<file path="src/hdl/cmds_pkg.sv">
// cmds_pkg: shared widths, register indexes and inter-module structs for the
// chunk mode downsampler. No dependencies.
`timescale 1ns / 1ps
`default_nettype none

package cmds_pkg;

	// sample field and value space
	localparam int SAMPLE_W   = 8;
	localparam int VALUE_BITS = 8;
	localparam int NUM_VALUES = 1 << VALUE_BITS;

	// chunk length and per-value counts
	localparam int MAX_FACTOR = 1024;
	localparam int CHUNK_W    = 11;
	localparam int COUNT_W    = $clog2(MAX_FACTOR + 1);

	// result packing on the output stream
	localparam int RESULT_W = SAMPLE_W + CHUNK_W;
	localparam int OUT_W    = ((RESULT_W + 7) / 8) * 8;

	// configuration port
	localparam int CFG_W = CHUNK_W;

	typedef enum logic [0:0] {
		REG_FACTOR = 1'b0,
		REG_DEMOTE = 1'b1
	} cfg_reg_t;

	// item leaving the tally stage
	typedef struct packed {
		logic                  valid;
		logic [VALUE_BITS-1:0] value;
		logic                  last;
		logic [COUNT_W-1:0]    count;
	} tally_t;

	// control returned from the mode selector
	typedef struct packed {
		logic go;
		logic close;
	} chunk_ctl_t;

endpackage

`default_nettype wire

</file>
<file path="src/hdl/chunk_mode_downsampler_core.sv">
// chunk_mode_downsampler_core: top level of the chunk mode downsampler.
// Depends on cmds_pkg, cmds_tally, cmds_select (and cmds_ram through cmds_tally).
//
//   channel  | direction | handshake              | payload
//   ---------+-----------+------------------------+------------------------------------
//   s_axis   | in        | tvalid / tready        | tdata[7:0] sample, tlast end_of_series
//   m_axis   | out       | tvalid / tready        | tdata[7:0] mode_value, [18:8] chunk_length
//   cfg      | in        | cfg_we (no wait)       | cfg_index, cfg_data
//
// One sample per cycle when the output side is not stalled; a result is loaded
// into the result register as its closing sample leaves the input stage register.
// The count store is a 256-entry RAM with a per-value valid bit, all cleared at
// once when a chunk closes, so no clearing pass follows reset.
// A stalled result holds the input stage; the next sample waits in s_axis.
`timescale 1ns / 1ps
`default_nettype none

module chunk_mode_downsampler_core (
	input  wire logic                           clk,
	input  wire logic                           arst_n,
	input  wire logic                           s_axis_tvalid,
	output logic                                s_axis_tready,
	input  wire logic [cmds_pkg::SAMPLE_W-1:0]  s_axis_tdata,  // [7:0] sample
	input  wire logic                           s_axis_tlast,  // end_of_series
	output logic                                m_axis_tvalid,
	input  wire logic                           m_axis_tready,
	output logic [cmds_pkg::OUT_W-1:0]          m_axis_tdata,  // [7:0] mode_value,
	                                                           // [18:8] chunk_length
	input  wire logic                           cfg_we,
	input  wire cmds_pkg::cfg_reg_t             cfg_index,
	input  wire logic [cmds_pkg::CFG_W-1:0]     cfg_data
);

	import cmds_pkg::*;

	logic [CHUNK_W-1:0]  factor_q;
	logic                demote_q;
	tally_t              item;
	chunk_ctl_t          ctl;
	logic [SAMPLE_W-1:0] out_mode;
	logic [CHUNK_W-1:0]  out_length;

	// configuration registers
	always_ff @(posedge clk or negedge arst_n) begin
		if (!arst_n) begin
			factor_q <= CHUNK_W'(1);
			demote_q <= 1'b1;
		end else if (cfg_we) begin
			unique case (cfg_index)
				REG_FACTOR: begin
					factor_q <= cfg_data[CHUNK_W-1:0];
				end
				REG_DEMOTE: begin
					demote_q <= cfg_data[0];
				end
			endcase
		end
	end

	cmds_tally u_tally (
		.clk       (clk),
		.arst_n    (arst_n),
		.in_valid  (s_axis_tvalid),
		.in_ready  (s_axis_tready),
		.in_sample (s_axis_tdata),
		.in_last   (s_axis_tlast),
		.ctl       (ctl),
		.item      (item)
	);

	cmds_select u_select (
		.clk        (clk),
		.arst_n     (arst_n),
		.item       (item),
		.factor     (factor_q),
		.demote     (demote_q),
		.ctl        (ctl),
		.out_valid  (m_axis_tvalid),
		.out_ready  (m_axis_tready),
		.out_mode   (out_mode),
		.out_length (out_length)
	);

	// pack the result, zero fill to whole bytes
	assign m_axis_tdata = OUT_W'({out_length, out_mode});

endmodule

`default_nettype wire

</file>
<file path="src/hdl/cmds_ram.sv">
// cmds_ram: generic single-write, single-read RAM with registered read data.
// Read during write to the same address returns the old contents. No dependencies.
`timescale 1ns / 1ps
`default_nettype none

module cmds_ram #(
	parameter int WIDTH = 8,
	parameter int DEPTH = 256
) (
	input  wire logic                     clk,
	input  wire logic                     we,
	input  wire logic [$clog2(DEPTH)-1:0] waddr,
	input  wire logic [WIDTH-1:0]         wdata,
	input  wire logic                     re,
	input  wire logic [$clog2(DEPTH)-1:0] raddr,
	output logic      [WIDTH-1:0]         rdata
);

	logic [WIDTH-1:0] mem [DEPTH];

	// write port
	always_ff @(posedge clk) begin
		if (we) begin
			mem[waddr] <= wdata;
		end
	end

	// registered read port
	always_ff @(posedge clk) begin
		if (re) begin
			rdata <= mem[raddr];
		end
	end

endmodule

`default_nettype wire

</file>
<file path="src/hdl/cmds_tally.sv">
// cmds_tally: input register, per-value count store and count increment.
// Depends on cmds_pkg and cmds_ram.
`timescale 1ns / 1ps
`default_nettype none

module cmds_tally (
	input  wire logic                       clk,
	input  wire logic                       arst_n,
	input  wire logic                       in_valid,
	output logic                            in_ready,
	input  wire logic [cmds_pkg::SAMPLE_W-1:0] in_sample,
	input  wire logic                       in_last,
	input  wire cmds_pkg::chunk_ctl_t       ctl,
	output cmds_pkg::tally_t                item
);

	import cmds_pkg::*;

	logic                  valid_s1;
	logic [VALUE_BITS-1:0] value_s1;
	logic                  last_s1;
	logic                  accept;
	logic [COUNT_W-1:0]    rd_count;
	logic [COUNT_W-1:0]    old_count;
	logic [COUNT_W-1:0]    count;
	logic [NUM_VALUES-1:0] seen_q;
	logic                  fwd_valid_q;
	logic [VALUE_BITS-1:0] fwd_value_q;
	logic [COUNT_W-1:0]    fwd_count_q;
	logic                  fwd_hit;

	// take a new item whenever the stage is empty or moving on
	assign in_ready = !valid_s1 || ctl.go;
	assign accept   = in_valid && in_ready;

	// input stage register
	always_ff @(posedge clk or negedge arst_n) begin
		if (!arst_n) begin
			valid_s1 <= 1'b0;
		end else if (accept) begin
			valid_s1 <= 1'b1;
		end else if (ctl.go) begin
			valid_s1 <= 1'b0;
		end
	end

	always_ff @(posedge clk) begin
		if (accept) begin
			value_s1 <= in_sample[VALUE_BITS-1:0];
			last_s1  <= in_last;
		end
	end

	// count store: read on accept, write back the new count as the item leaves
	cmds_ram #(
		.WIDTH (COUNT_W),
		.DEPTH (NUM_VALUES)
	) u_counts (
		.clk   (clk),
		.we    (ctl.go),
		.waddr (value_s1),
		.wdata (count),
		.re    (accept),
		.raddr (in_sample[VALUE_BITS-1:0]),
		.rdata (rd_count)
	);

	// bypass the count written at the edge the read was taken
	assign fwd_hit   = fwd_valid_q && (fwd_value_q == value_s1);
	assign old_count = !seen_q[value_s1] ? '0 : (fwd_hit ? fwd_count_q : rd_count);
	assign count     = old_count + 1'b1;

	// per-value valid bits: drop all at chunk close, mark on write
	always_ff @(posedge clk or negedge arst_n) begin
		if (!arst_n) begin
			seen_q      <= '0;
			fwd_valid_q <= 1'b0;
		end else if (ctl.go) begin
			if (ctl.close) begin
				seen_q      <= '0;
				fwd_valid_q <= 1'b0;
			end else begin
				seen_q[value_s1] <= 1'b1;
				fwd_valid_q      <= 1'b1;
			end
		end
	end

	always_ff @(posedge clk) begin
		if (ctl.go) begin
			fwd_value_q <= value_s1;
			fwd_count_q <= count;
		end
	end

	assign item.valid = valid_s1;
	assign item.value = value_s1;
	assign item.last  = last_s1;
	assign item.count = count;

endmodule

`default_nettype wire

</file>
<file path="src/hdl/cmds_select.sv">
// cmds_select: running mode trackers, chunk close decision and result register.
// Depends on cmds_pkg.
`timescale 1ns / 1ps
`default_nettype none

module cmds_select (
	input  wire logic                          clk,
	input  wire logic                          arst_n,
	input  wire cmds_pkg::tally_t              item,
	input  wire logic [cmds_pkg::CHUNK_W-1:0]  factor,
	input  wire logic                          demote,
	output cmds_pkg::chunk_ctl_t               ctl,
	output logic                               out_valid,
	input  wire logic                          out_ready,
	output logic [cmds_pkg::SAMPLE_W-1:0]      out_mode,
	output logic [cmds_pkg::CHUNK_W-1:0]       out_length
);

	import cmds_pkg::*;

	logic [CHUNK_W-1:0]    fill_q;
	logic [CHUNK_W-1:0]    fill_next;
	logic [CHUNK_W-1:0]    eff_factor;
	logic [VALUE_BITS-1:0] any_value_q;
	logic [COUNT_W-1:0]    any_count_q;
	logic [VALUE_BITS-1:0] nz_value_q;
	logic [COUNT_W-1:0]    nz_count_q;
	logic [VALUE_BITS-1:0] any_value;
	logic [COUNT_W-1:0]    any_count;
	logic [VALUE_BITS-1:0] nz_value;
	logic [COUNT_W-1:0]    nz_count;
	logic                  any_win;
	logic                  nz_win;
	logic [VALUE_BITS-1:0] mode;
	logic                  out_free;

	// clamp the factor into 1..MAX_FACTOR
	always_comb begin
		if (factor == '0) begin
			eff_factor = CHUNK_W'(1);
		end else if (factor > CHUNK_W'(MAX_FACTOR)) begin
			eff_factor = CHUNK_W'(MAX_FACTOR);
		end else begin
			eff_factor = factor;
		end
	end

	assign out_free  = !out_valid || out_ready;
	assign fill_next = fill_q + 1'b1;
	assign ctl.go    = item.valid && out_free;
	assign ctl.close = item.last || (fill_next >= eff_factor);

	// update the trackers, lowest value wins a tie
	assign any_win = (item.count > any_count_q) ||
		((item.count == any_count_q) && (item.value < any_value_q));
	assign nz_win  = (item.value != '0) && ((item.count > nz_count_q) ||
		((item.count == nz_count_q) && (item.value < nz_value_q)));

	assign any_value = any_win ? item.value : any_value_q;
	assign any_count = any_win ? item.count : any_count_q;
	assign nz_value  = nz_win  ? item.value : nz_value_q;
	assign nz_count  = nz_win  ? item.count : nz_count_q;

	assign mode = (demote && (nz_count != '0)) ? nz_value : any_value;

	// hold the chunk state, clear it at close
	always_ff @(posedge clk or negedge arst_n) begin
		if (!arst_n) begin
			fill_q      <= '0;
			any_value_q <= '0;
			any_count_q <= '0;
			nz_value_q  <= '0;
			nz_count_q  <= '0;
		end else if (ctl.go) begin
			if (ctl.close) begin
				fill_q      <= '0;
				any_value_q <= '0;
				any_count_q <= '0;
				nz_value_q  <= '0;
				nz_count_q  <= '0;
			end else begin
				fill_q      <= fill_next;
				any_value_q <= any_value;
				any_count_q <= any_count;
				nz_value_q  <= nz_value;
				nz_count_q  <= nz_count;
			end
		end
	end

	// result register
	always_ff @(posedge clk or negedge arst_n) begin
		if (!arst_n) begin
			out_valid <= 1'b0;
		end else if (ctl.go && ctl.close) begin
			out_valid <= 1'b1;
		end else if (out_ready) begin
			out_valid <= 1'b0;
		end
	end

	always_ff @(posedge clk) begin
		if (ctl.go && ctl.close) begin
			out_mode   <= SAMPLE_W'(mode);
			out_length <= fill_next;
		end
	end

	// an item's count never exceeds the samples seen so far in its chunk
	a_count_bound: assert property (@(posedge clk) disable iff (!arst_n)
		item.valid |-> (item.count != '0) && (item.count <= fill_next))
		else $error("count out of range for chunk fill");

	// the nonzero mode can never be more frequent than the overall mode
	a_nz_le_any: assert property (@(posedge clk) disable iff (!arst_n)
		nz_count_q <= any_count_q)
		else $error("nonzero tracker ahead of overall tracker");

	// an open chunk always stays below the largest factor
	a_fill_bound: assert property (@(posedge clk) disable iff (!arst_n)
		fill_q < CHUNK_W'(MAX_FACTOR))
		else $error("chunk fill overran");

	// a result holds between one and MAX_FACTOR samples
	a_len_bound: assert property (@(posedge clk) disable iff (!arst_n)
		out_valid |-> (out_length != '0) && (out_length <= CHUNK_W'(MAX_FACTOR)))
		else $error("result length out of range");

endmodule

`default_nettype wire
</file>
<file path="config.mk">
export PLATFORM = sky130hd
export DESIGN_NAME = chunk_mode_downsampler_core
export DESIGN_NICKNAME = d
export VERILOG_FILES = /design/src/hdl/cmds_pkg.sv /design/src/hdl/chunk_mode_downsampler_core.sv /design/src/hdl/cmds_ram.sv /design/src/hdl/cmds_tally.sv /design/src/hdl/cmds_select.sv
export SDC_FILE = /design/constraint.sdc
export NUM_CORES = 2
export LEC_CHECK = 0
export BUFFER_PORTS_ARGS = -buffer_cell sky130_fd_sc_hd__buf_4
export CORE_MARGIN = 5
export CORE_UTILIZATION = 50
export CTS_CLUSTER_DIAMETER = 120
export CTS_CLUSTER_SIZE = 24
export DETAILED_ROUTE_END_ITERATION = 10
export GPL_TIMING_DRIVEN = 0
export PLACE_DENSITY = 0.7
export SYNTH_ARGS = -nofsm -noshare
export SYNTH_HDL_FRONTEND = slang
export SYNTH_SLANG_ARGS = --single-unit
</file>
<file path="constraint.sdc">
create_clock -name clk -period 36 [get_ports clk]
set_clock_uncertainty 0.05 [all_clocks]
set_input_delay 7.2 -clock clk [delete_from_list [all_inputs] [get_ports clk]]
set_output_delay 7.2 -clock clk [all_outputs]
set_load 0.02 [all_outputs]
</file>
# ---- Word level (Yosys, flattened, before mapping)
# Memories as Yosys holds them, arrays and structs flattened. A register that Yosys moved wholly into a read port is not among the register bits.
# Index checks and enable logic that the tools add are counted.
dict set report classes {
  add_sub_neg 2
  n_mul 0
  div 0
  magnitude_cmp 8
  n_eq_ne 3
  n_shift 0
  n_mux 26
  bitwise 2
  reduce_logical 25
}
# cell count
set ops {}
lappend ops {{two-way mux 256 bit} 1}
lappend ops {{OR 256 bit} 1}
lappend ops {{two-way mux 11 bit} 9}
lappend ops {{two-way mux 8 bit} 5}
lappend ops {{adder 11 x 1 -> 11 bit (second input constant)} 2}
lappend ops {{== test 11 bit} 2}
lappend ops {{greater-than comparator 11 bit} 2}
lappend ops {{< comparator 8 bit} 2}
lappend ops {{greater-or-equal comparator 11 bit} 1}
lappend ops {{greater-than comparator 11 bit (second input constant)} 1}
lappend ops {{zero test 11 bit} 1}
lappend ops {{nonzero test 11 bit} 1}
lappend ops {{logical AND 1 bit} 9}
lappend ops {{< comparator 8 x 9 -> 1 bit (second input constant)} 1}
lappend ops {{two-way mux 1 bit} 9}
lappend ops {{binary-select mux 1 bit (select 8 bit)} 1}
lappend ops {{demux 1 bit (select 8 bit)} 1}
lappend ops {{== test 8 bit} 1}
lappend ops {{greater-or-equal comparator 8 x 1 -> 1 bit (second input constant)} 1}
lappend ops {{nonzero test 8 bit} 1}
lappend ops {{AND reduction 2 bit} 3}
lappend ops {{nonzero test 2 bit} 3}
lappend ops {{logical OR 1 bit} 5}
lappend ops {{zero test 1 bit} 2}
lappend ops {{inverter 1 bit} 1}
dict set report word_totals {
  ff_bits 367
  latch_bits 0
  ram_bits 2816
  mem_bits_ro 0
  in_bits 26
  out_inout_bits 26
  wordCells 84
  n_memories 1
}
# name words word_bits read_ports rd_ports_with_merged_regs write_ports line_no
set mem_list {}
lappend mem_list {u_tally.u_counts.mem 256 11 1 1 1 cmds_ram.sv:19} ;# logic [WIDTH-1:0] mem [DEPTH];

# ---- Depth between registers and ports, before layout
dict set report logic_depth {
  word_depth 13
  depth_mapped 31
  ltp_nobuf 25
}

# ---- By module
# From an unflattened synthesis, not the netlist that was laid out.
dict set report hier_totals {
  cells_unflattened 6552
  hier_area_um2 126687.8
}
# mod instances cells_per_inst area_each_um2 seq_area_each_um2
set by_module_without_submodules {}
lappend by_module_without_submodules {cmds_ram 1 4999 108823.1 84891.4}
lappend by_module_without_submodules {cmds_tally 1 1128 13090.1 7297.0}
lappend by_module_without_submodules {cmds_select 1 392 4220.3 1821.7}
lappend by_module_without_submodules {chunk_mode_downsampler_core 1 33 554.3 302.8}

# ---- Worst setup path before layout
# Ideal clock, no wire load.
dict set report synth_path {
  path_type {register to register}
  start {reg u_tally.value_s1[0]}
  end {reg u_select.any_count_q[2]}
  setup_time_ns 0.111
  t_arrival_ns 17.459
  required_time_ns 35.839
  path_slack_ns 18.380
  path_stages_with_launch 26
  n_path_buf 6
  synth_period_minus_slack_ns 17.620
  path_cell_list {edfxtp_1 -> buf_6 -> buf_12 -> mux4_2 -> mux4_2 -> a22oi_1 -> a311o_2 -> a32oi_2 -> clkbuf_1 -> nand2b_1 -> inv_1 -> ha_1 -> xnor2_1 -> ha_1 -> o21a_1 -> o21a_1 -> o21ai_1 -> a21oi_1 -> o311a_1 -> or3_1 -> clkbuf_1 -> and2_1 -> clkbuf_1 -> o21ai_1 -> buf_2 -> a22o_1}
}
# item line_no
set synth_rtl {}
lappend synth_rtl {{start, declared} cmds_tally.sv:20} ;# logic [VALUE_BITS-1:0] value_s1;
lappend synth_rtl {{start signal, assigned} cmds_tally.sv:49} ;# value_s1 <= in_sample[VALUE_BITS-1:0];
lappend synth_rtl {{end signal, assigned} cmds_select.sv:84} ;# any_count_q <= any_count;
lappend synth_rtl {{end, declared} cmds_select.sv:25} ;# logic [COUNT_W-1:0] any_count_q;

# ---- Final worst setup path
dict set report layout_path {
  start {in m_axis_tready}
  end {out s_axis_tready}
}
dict set report layout_between {
  elab_chain_cells 3
}
# item line_no
set layout_lines {}
lappend layout_lines {{start, declared} chunk_mode_downsampler_core.sv:26} ;# input wire logic m_axis_tready,
lappend layout_lines {{logical OR 1 bit} cmds_select.sv:48} ;# assign out_free = !out_valid || out_ready;
lappend layout_lines {{logical AND 1 bit} cmds_select.sv:50} ;# assign ctl.go = item.valid && out_free;
lappend layout_lines {{logical OR 1 bit} cmds_tally.sv:33} ;# assign in_ready = !valid_s1 || ctl.go;
lappend layout_lines {{end, declared} chunk_mode_downsampler_core.sv:22} ;# output logic s_axis_tready,
# No other way between the ends.

==> impl_metrics.toml <==
[die]
rows = 183
dieArea_sq_mm = 0.260
die_w_um = 510
die_h_um = 510
io-pin-count = 52
core-area_sq_mm = 0.249
start_util = 0.502

[worst_hold_path]
hp-start = "u_tally.seen_q[223]"
hold_depth = 2
min_to = "u_tally.seen_q[223]"
hold_class = "reg2reg"

[route]
drcViolationCount = 0
dr_total_vias = 63100
drt_first_iter_violations = 10400
firstDrtPassIters = 6
vias_per_cell = 6.54
ant_nets = 0
wire_per_inst_um = 35.0
routed_wl_mm = 337

[clocking]
cts.clk_slew.worst_paths_ps = 100
numCtsBuffers = 151
clock_path_buffers = 3
cts_setup_buffers = 0
tritoncts = "built"
htree_levels = 4
cts_repair_resize_count = 0
hold_buffers = 0
worstSkewPairLatency_ps = 910
clock_sinks = 3194
cts-root-buf = "clkbuf_16"

[sta]
slew_headroom = -0.121
fin_crit_sh = 0.415
min_period_ps = 14930
hold_viol = 0
clock.fmax_ghz = 0.0670
setup_viol = 0
finalMaxSlewViolations = 67
tns_ps = 0
rsz0062_at_grt = "no"
worst_pin_slew_ps = 1680

[global_routing]
grt-ovfl-total = 0
grt_pass1_wl_mm = 473
grt_max_degree = 127
met2_usage = 0.395
use_met3 = 0.0668
grt.total_usage = 0.260
antenna_found_initial = 27
busiest_layer = "met2"
grt_pass1_vias = 61400
met1_usage = 0.364

[power_and_ir_drop]
p_int_mw = 5.34
total_power_mw = 7.10
clkPwrFrac = 0.277
swShare = 0.248
leakage_nw = 43.8
powerDensity_mw_per_mm2 = 52.0
p_seq_frac = 0.598
ir_drop_mv = 0.0465
p_sw_mw = 1.76
p_comb_frac = 0.124

[final_layout]
area_growth_pct = 9.16
nNetsFinal = 6270
drive_gt1_frac = 0.246

[yosys]
async_flop_share = 0.100
syn-cell-area_sq_mm = 0.125
synth_top_area_frac = 0.690
yosysUniqueCellTypes = 66
synth_area_leaders = "edfxtp_1, mux4_2, dfrtp_1"
yosysWarnings = 0
avgSynthCellArea_sq_um = 21.3
seq_area_frac_synth = 0.754
synth_ff_type = "edfxtp_1"
synth_edf_count = 2874
synth_top_area_cell = "edfxtp_1"
ys_ff_latch = 3194
synthCells = 5871

[critical_path]
worstSetupEndpointType = "output pin"
crit_path_start_kind = "input pin"
critPathMaxFanout = 3
rr_endpoint = "u_select.any_count_q[2]"
critPathArrivalTime_ps = 7680
reg2regPathDepth = 29
worst-r2r-setup-slack_ps = 25290
worstPathRequired_ps = 28750
path_class = "in2out"
rr_startpoint = "u_tally.value_s1[1]"

[placed_design]
place.gp.congestion = 0.971
port_buffers = 46
hpwl_mm = 230

[run]
cap_violations = 8

[run_status]
status = "finished, violations left"
violations = "capacitance limit, slew limit"
==> sequential cells by signal, summed over array words and instances, names as in the netlist <==
register,count
u_select.any_count_q,11
demote_q,1
u_tally.last_s1,1
u_select.out_valid,1
u_tally.u_counts.mem,2816
u_tally.valid_s1,1
u_select.fill_q,11
u_tally.fwd_value_q,8
u_tally.u_counts.rdata,11
factor_q,11
u_tally.fwd_valid_q,1
u_select.nz_value_q,8
u_select.any_value_q,8
u_select.out_mode,8
u_tally.seen_q,256
u_tally.fwd_count_q,11
u_tally.value_s1,8
u_select.nz_count_q,11
u_select.out_length,11
==> power by group through the flow <==
stage               clock [mW]  sequential (mW)  combinational [mW]
global route              2.12             4.25               0.924
floorplan                    0             4.38               0.474
finish                    1.97             4.25               0.882
global placement             0             4.44               0.790
detailed placement           0             4.33               0.868
CTS                       1.98             4.25               0.870
==> area by class of cell <==
class	instances	area [sq um]
antenna	18	45.0
buffer	320	1380
clock buffer	239	4220
clock inverter	11	180
fill	18300	112000
inverter	47	176
multi-input combinational	2314	29600
sequential	3194	94300
tap	3330	4170
timing repair buffer	167	2440
==> how the worst max path moves through the flow <==
stage,start,endpoint,slack (ps),cells after the start
after floorplan,u_tally.value_s1[0],u_select.any_count_q[2],18380,25
after global placement,u_tally.value_s1[3],u_select.any_count_q[2],2860,26
after detailed placement,m_axis_tready,s_axis_tready,21080,3
after CTS,m_axis_tready,s_axis_tready,21080,3
after global routing,m_axis_tready,s_axis_tready,21030,3
final,m_axis_tready,s_axis_tready,21070,3
==> Yosys cell counts (19+ instances only) <==
cell	n
edfxtp_1	2874
mux4_2	991
nor2_1	807
dfrtp_1	318
clkbuf_1	220
nand2_1	79
buf_1	65
ha_1	49
inv_1	45
mux2i_1	42
a22o_1	40
nand3_1	37
a21oi_1	22
mux2_2	20
xnor2_1	20
o21ai_0	19
==> metrics by stage <==
| step | instances | cell area (sq um) | hold WS (ps) | util | setup slack, ps |
|---|---|---|---|---|---|
| 6_report | 9640 | 136000 | 453 | 0.548 | 21070 |
| 5_1_grt | 9624 | 136000 | 464 | 0.548 | 21030 |
| 4_1_cts | 9606 | 136000 | 449 | 0.547 | 21080 |
| 3_5_place_dp | 9356 | 132000 | 417 | 0.530 | 21080 |
| 3_3_place_gp | 9251 | 130000 | 407 | 0.521 | 2860 |
| 2_1_floorplan | 5875 | 125000 | 400 | - | 18380 |
==> cells by family (layout without fill, tap and decap cells) <==
logic type / Yosys count / count (layout) / synth area share
AOI/OAI and AO/OA: 155 / 155 / 0.00939
xor gates and xnor gates: 34 / 34 / 0.00238
adders and majority gates: 49 / 49 / 0.00490
buffers and inverters: 367 / 784 / 0.0123
DFF: 3194 / 3194 / 0.754
muxes: 1054 / 1054 / 0.184
other: 1 / 23 / 0.0000300
and+or+nand+nor: 1017 / 1017 / 0.0329
==> layout by cell type, fill, tap and decap left out, types with 20 or more instances in the layout <==
master / count
edfxtp_1: 2874
mux4_2: 991
nor2_1: 680
dfrtp_1: 318
clkbuf_1: 285
clkbuf_16: 156
nor2_2: 128
nand2_1: 79
buf_4: 71
buf_8: 64
buf_1: 64
ha_1: 48
inv_1: 45
mux2i_1: 42
a22o_1: 40
nand3_1: 37
buf_16: 33
a21oi_1: 22
mux2_2: 20
==> worst max-delay path, stage by stage <==
cell,delay [ps]
buf_4,110
nand3b_1,180
buf_4,180
==> routing by layer <==
layer | part of all wire | up-vias
met2 | 0.47 | 4065
met3 | 0.11 | 712
met1 | 0.37 | 33800
met4 | 0.047 | 6
li1 | - | 24500
met5 | 0.000098 | -
No activity file was read; power rests on OpenSTA's default activity.
